--- config.mk ---
export PLATFORM = sky130hd
export DESIGN_NAME = gha_out_fifo
export DESIGN_NICKNAME = d
export VERILOG_FILES = /design/src/sv/gha_pkg.sv /design/src/sv/gha_out_fifo.sv
export SDC_FILE = /design/constraint.sdc
export NUM_CORES = 1
export LEC_CHECK = 0
export BUFFER_PORTS_ARGS = -buffer_cell sky130_fd_sc_hd__buf_2
export CAP_MARGIN = 20
export CORE_MARGIN = 4
export CORE_UTILIZATION = 25
export DETAILED_ROUTE_END_ITERATION = 7
export MAX_ROUTING_LAYER = met4
export SYNTH_ARGS = -nofsm -noshare
export SYNTH_HDL_FRONTEND = slang
export SYNTH_SLANG_ARGS = --single-unit
--- constraint.sdc ---
create_clock -name clk_i -period 1.75 [get_ports clk_i]
set_clock_uncertainty 0.1 [all_clocks]
set_input_delay 0.175 -clock clk_i [delete_from_list [all_inputs] [get_ports clk_i]]
set_output_delay 0.175 -clock clk_i [all_outputs]
set_load 0.01 [all_outputs]
--- src/sv/gha_pkg.sv ---
`timescale 1ns / 1ps
// ----------------------------------------------------------------------------
// Generational handle allocator package
// Shared field widths, opcodes, status codes and the result record.
// ----------------------------------------------------------------------------
package gha_pkg;

  localparam int unsigned OpW          = 2;
  localparam int unsigned IdxOutW      = 10;
  localparam int unsigned GenOutW      = 16;
  localparam int unsigned MinFreeW     = 11;
  localparam int unsigned OutFifoDepth = 4;

  typedef enum logic [OpW-1:0] {
    OP_CREATE  = 2'd0,
    OP_DESTROY = 2'd1,
    OP_QUERY   = 2'd2
  } op_e;

  typedef enum logic [1:0] {
    ST_OK          = 2'd0,
    ST_NO_INDEX    = 2'd1,
    ST_UNALLOCATED = 2'd2,
    ST_OVERFLOW    = 2'd3
  } status_e;

  typedef struct packed {
    logic [IdxOutW-1:0] out_index;
    logic [GenOutW-1:0] out_generation;
    logic               alive;
    status_e            status;
  } rsp_t;

endpackage

--- src/sv/gha_out_fifo.sv ---
`timescale 1ns / 1ps
// ----------------------------------------------------------------------------
// Result queue
// Small circular queue that holds finished results until the receiver
// takes them. The producer keeps its own credit count and never overfills.
// ----------------------------------------------------------------------------
module gha_out_fifo #(
  parameter int unsigned Depth = 4
) (
  input  logic                          clk_i,
  input  logic                          rst_ni,
  input  logic                          push_i,
  input  gha_pkg::rsp_t                 push_data_i,
  input  logic                          pop_i,
  output logic                          valid_o,
  output gha_pkg::rsp_t                 data_o,
  output logic [$clog2(Depth+1)-1:0]    count_o
);
  import gha_pkg::*;

  localparam int unsigned PtrW = (Depth > 1) ? $clog2(Depth) : 1;
  localparam int unsigned CntW = $clog2(Depth + 1);

  rsp_t            mem_q [Depth];
  logic [PtrW-1:0] wr_q, wr_d;
  logic [PtrW-1:0] rd_q, rd_d;
  logic [CntW-1:0] cnt_q, cnt_d;
  logic            do_pop;

  assign do_pop  = pop_i && (cnt_q != '0);
  assign valid_o = (cnt_q != '0);
  assign data_o  = mem_q[rd_q];
  assign count_o = cnt_q;

  always_comb begin
    wr_d  = wr_q;
    rd_d  = rd_q;
    cnt_d = cnt_q;
    if (push_i) begin
      wr_d = (wr_q == PtrW'(Depth - 1)) ? '0 : wr_q + PtrW'(1);
    end
    if (do_pop) begin
      rd_d = (rd_q == PtrW'(Depth - 1)) ? '0 : rd_q + PtrW'(1);
    end
    case ({push_i, do_pop})
      2'b10:   cnt_d = cnt_q + CntW'(1);
      2'b01:   cnt_d = cnt_q - CntW'(1);
      default: cnt_d = cnt_q;
    endcase
  end

  always_ff @(posedge clk_i or negedge rst_ni) begin
    if (!rst_ni) begin
      wr_q  <= '0;
      rd_q  <= '0;
      cnt_q <= '0;
    end else begin
      wr_q  <= wr_d;
      rd_q  <= rd_d;
      cnt_q <= cnt_d;
    end
  end

  always_ff @(posedge clk_i) begin
    if (push_i) begin
      mem_q[wr_q] <= push_data_i;
    end
  end

  a_no_overfill: assert property (@(posedge clk_i) disable iff (!rst_ni)
    (cnt_q == CntW'(Depth)) && push_i |-> do_pop)
    else $error("result queue written while full");

  a_cnt_bound: assert property (@(posedge clk_i) disable iff (!rst_ni)
    cnt_q <= CntW'(Depth))
    else $error("result queue count out of range");

  a_ptr_gap: assert property (@(posedge clk_i) disable iff (!rst_ni)
    (cnt_q == '0) |-> (wr_q == rd_q))
    else $error("empty queue with misaligned pointers");

endmodule
# After elaboration in Yosys (flattened, before gate mapping)
# Memories as Yosys holds them, arrays and structs flattened.
# Index checks and enable logic that the tools add are counted.
word_totals:
  ff_bits: 7
  out_inout_bits: 33
  n_memories: 1
  ramBits: 116
memory_table:
  columns: ["name", "depth", "width", "rd", "rd_ports_with_merged_regs", "wr", "line_no", "rtl"]
  rows:
  - ["mem_q", 4, 29, 1, 0, 1, "gha_out_fifo.sv:24", "rsp_t mem_q [Depth];"]
classes:
  n_reduce_logical: 3
  n_mux: 5
  add_sub_neg: 4
  n_eq_ne: 4
op_table:
  columns: ["operator", "count"]
  rows:
  - ["$eq 2x2->1 const B", 3]
  - ["$pmux 3 s2", 1]
  - ["$add 2x1->2 const B", 2]
  - ["$mux 2", 2]
  - ["$add 3x1->3 const B", 1]
  - ["$reduce_bool 3->1", 1]
  - ["$sub 3x1->3 const B", 1]
  - ["$eq 2x1->1 const B", 1]
  - ["$mux 1", 2]
  - ["$reduce_bool 2->1", 1]
  - ["$logic_and 1x1->1", 1]

# Longest topological paths before layout
depth:
  depth_word: 4
  mapped_depth: 9
  mapped_depth_nobuf: 9

# Worst setup path after synthesis
# Ideal clock, no wire load.
synth_path:
  path_kind: "reg-to-reg"
  startpoint: "register cnt_q[0] (netlist: count_o[0])"
  endpoint: "register cnt_q[2] (netlist: count_o[2])"
  t_arrival_ns: 1.730
  period_less_slack_ns: 1.956
  stages_incl_launch_ff: 10
  t_required_ns: 1.524
  path_slack_ns: -0.206
  setup_time_ns: 0.126
  path_cell_list: "dfrtp_1 or3_4 nand2_4 inv_1 ha_1 inv_1 fa_1 xor2_1 nor2_1 xor2_1"
synth_via:
  elab_chain_len: 4
  elab_cells_between_ends: 8
synth_lines:
  columns: ["element", "line_no", "rtl"]
  rows:
  - ["start, declared", "gha_out_fifo.sv:27", "logic [CntW-1:0] cnt_q, cnt_d;"]
  - ["start signal, assigned", "gha_out_fifo.sv:60", "cnt_q <= cnt_d;"]
  - ["$reduce_bool 3->1 (*)", null, null]
  - ["net valid_o", "gha_out_fifo.sv:15", "output logic valid_o,"]
  - ["$logic_and 1x1->1 (*)", "gha_out_fifo.sv:30", "assign do_pop = pop_i && (cnt_q != '0);"]
  - ["net do_pop", "gha_out_fifo.sv:28", "logic do_pop;"]
  - ["$eq 2x1->1 or $eq 2x2->1 (tied branches)", "gha_out_fifo.sv:45", "case ({push_i, do_pop})"]
  - ["$pmux 3 s2 or $reduce_bool 2->1 (tied branches)", null, null]
# Mark *: on every way through the listed nets, which the timed path passes. The rest lies on a longest branch.
# A chain may end at the register's enable or synchronous reset.

==> flow_summary_export.csv <==
group,metric,value,unit
clock_network,clkSinkCount,123,
placed_design,finalWeightedCongestion,0.687,
placed_design,io_buffer_count,65,
routing,post_drt_wl_per_cell,16.2,µm
routing,vias_per_cell,4.08,
die,start_util,0.256,
synth,syn_nets,231,
setup_path,r2r_slack,-100,ps
sta,rsz0062_at_grt,"yes",
power_and_ir_drop,p_leak,0.00236,µW
global_route,grt_max_degree,30,
synth,synth_largest_area_cell,"edfxtp_1",
synth,yosysWarnings,0,
clock_network,numCtsBuffers,17,
die,dieWidth,144,µm
sta,hold_violations,0,
placed_design,dp_cells,497,
clock_network,clkLatencyLatePin,410,ps
routing,antenna_left,0,
global_route,grt_overflow_total,0,
routing,drtPass1Iterations,4,
setup_path,end_kind,"output port",
synth,netlist_instances,191,
sta,maxSlewHeadroom,0.691,
synth,synth_edf_count,116,
power_and_ir_drop,powerDensity,1690,nW/µm²
die,io-pin-count,66,
power_and_ir_drop,fin_total_pwr,11100,µW
sta,tightest_slew,464,ps
synth,synthArstFlopShare,0.0569,
clock_network,cts_buffer_depth,2,
synth,syn_area_per_cell,24.2,µm²
power_and_ir_drop,ir_drop,676,µV
routing,drc_errors,0,
sta,holdWs,32.9,ps
sta,fin_ws,-276,ps
die,row_count,49,
layout,syn_to_final_growth,42.2,%
layout,instances_no_fill,568,
setup_path,arrival,1750,ps
layout,finalInstanceArea,6580,µm²
run_status,status,"complete, but fails checks",
synth,synth_most_common_cell,"edfxtp_1",
layout,drive_gt1_frac,0.475,
sta,final_max_slew_viol_count,0,
clock_network,clk_pin_slew,60,ps
setup_path,crit_required,1470,ps
setup_path,crit_path_max_fanout,6,
synth,syn_area,4620,µm²
setup_path,critPathKind,"register to output port",
placed_design,dpl_cell_area,5460,µm²
routing,vias,2317,
synth,ys_ff_latch,123,
global_route,grt_pass1_wl,14.1,mm
sta,min_period,2030,ps
global_route,grt_pass1_vias,2597,
synth,synthTopCellsByArea,"edfxtp_1 75%, mux4_2 14%, dfrtp_1 3.8%",
layout,nets,366,
clock_network,htree_levels,4,
layout,diodes,0,
setup_path,reg2reg_depth,9,
routing,drt_iter0_markers,85,
synth,synthDistinctLibCells,20,
die,die_area,20700,µm²
synth,ys_seq_area_frac,0.791,
global_route,grtUsageTotal,0.0977,
flow_run,max_cap_viol_count,0,
synth,synth_ff_type,"edfxtp_1",
sta,clock.fmax,494,MHz
die,coreArea,18100,µm²
sta,fin_crit_sh,1.16,
run_status,violations,"setup timing",
synth,synth_common_cells,"116 x edfxtp_1, 28 x mux4_2, 7 x dfrtp_1, 7 x inv_1, 6 x ha_1",
global_route,antenna_found_initial,0,
clock_network,cts-root-buf,"clkbuf_16",
layout,fillers,1660,
min_path,hp-class,"input port to asynchronous set/reset pin",
placed_design,dp_hpwl,5.66,mm
sta,finalSetupViolCount,31,
clock_network,cts_tree,"yes",
routing,wirelength,9.22,mm
synth,post-synth-top-area-fraction,0.753,
setup_path,cp-start-kind,"register",
die,die_h,144,µm
-- path summary, 6_finish.rpt --
check                              to       start
setup / recovery           data_o[19]     rd_q[0]
hold / removal             count_o[0]      rst_ni
setup reg to reg           count_o[2]  count_o[0]
hold reg to reg            count_o[2]  count_o[2]
max in group asynchronous     rd_q[1]      rst_ni
min in group clk_i         count_o[0]       pop_i
-- layout by cell type, fill, tap and decap left out, types with 3 or more instances in the layout --
master / Yosys / routed
clkinv_1: 0 / 3
clkbuf_16: 0 / 17
buf_4: 0 / 14
and2_2: 0 / 3
ha_1: 6 / 5
mux4_2: 28 / 29
dfrtp_1: 7 / 5
clkinvlp_4: 0 / 3
bufinv_16: 0 / 3
buf_12: 0 / 10
inv_1: 7 / 5
edfxtp_1: 116 / 116
dlygate4sd3_1: 0 / 31
buf_6: 3 / 20
buf_2: 2 / 45
-- sequential cells by signal (all words and copies together), names as in the netlist --
| signal | cells |
|---|---|
| count_o | 3 |
| mem_q | 116 |
| rd_q | 2 |
| wr_q | 2 |
-- final cells by class --
type / instances / area, µm² / share of cell area
timing repair buffer: 122 / 1110 / 0.169
multi-input combinational: 55 / 910 / 0.138
inverter: 7 / 26.3 / 0.00400
sequential: 123 / 3660 / 0.557
tap: 229 / 287 / 0.0436
clock buffer: 19 / 433 / 0.0658
clock inverter: 13 / 151 / 0.0230
-- through the flow --
stage               setup TNS [ps]  setup WS (ps)  utilization
CTS                          -8690           -337        0.362
detailed placement            -273           -115        0.302
global route                 -9470           -357        0.364
finish                       -7150           -276        0.364
floorplan                     -278           -152            -
global placement             -62.0          -49.1        0.302
-- power by group --
| part | leakage, µW | switching [µW] | internal [µW] |
|---|---|---|---|
| registers | 0.00115 | 137 | 3800 |
| clock network | 0.000275 | 1200 | 2220 |
| logic | 0.000935 | 1640 | 2150 |
-- per-layer routing --
| layer | GRT usage | vias up | wire (µm) |
|---|---|---|---|
| met5 | - | - | 0 |
| met2 | 0.156 | 54 | 4720 |
| met3 | 0.0384 | 10 | 434 |
| li1 | - | 1066 | - |
| met4 | 0.0391 | 0 | 122 |
| met1 | 0.110 | 1187 | 3940 |
-- cell families (layout without fill, tap and decap cells) --
group / after synthesis / after routing / synth area share
simple gates: 11 / 11 / 0.0149
mux: 31 / 31 / 0.149
buf+inv: 13 / 161 / 0.0160
xor+xnor: 3 / 3 / 0.00568
flops: 123 / 123 / 0.791
fa+ha+maj: 7 / 7 / 0.0206
compound gates: 3 / 3 / 0.00325
-- critical path, cell delays in order (launching register included) --
cell	delay [ps]
dfrtp_2	390
buf_12	140
buf_8	140
mux4_2	500
buf_2	160
-- timing repair --
action	4_1_cts	5_1_grt
hold endpoints to repair	125	0
hold buffers	31	0
pin swaps	5	4
endpoints found under the setup margin	60	32
resized for setup	18	12
cloned	2	0
setup buffers	5	3
Power figures use the tool's default switching activity.
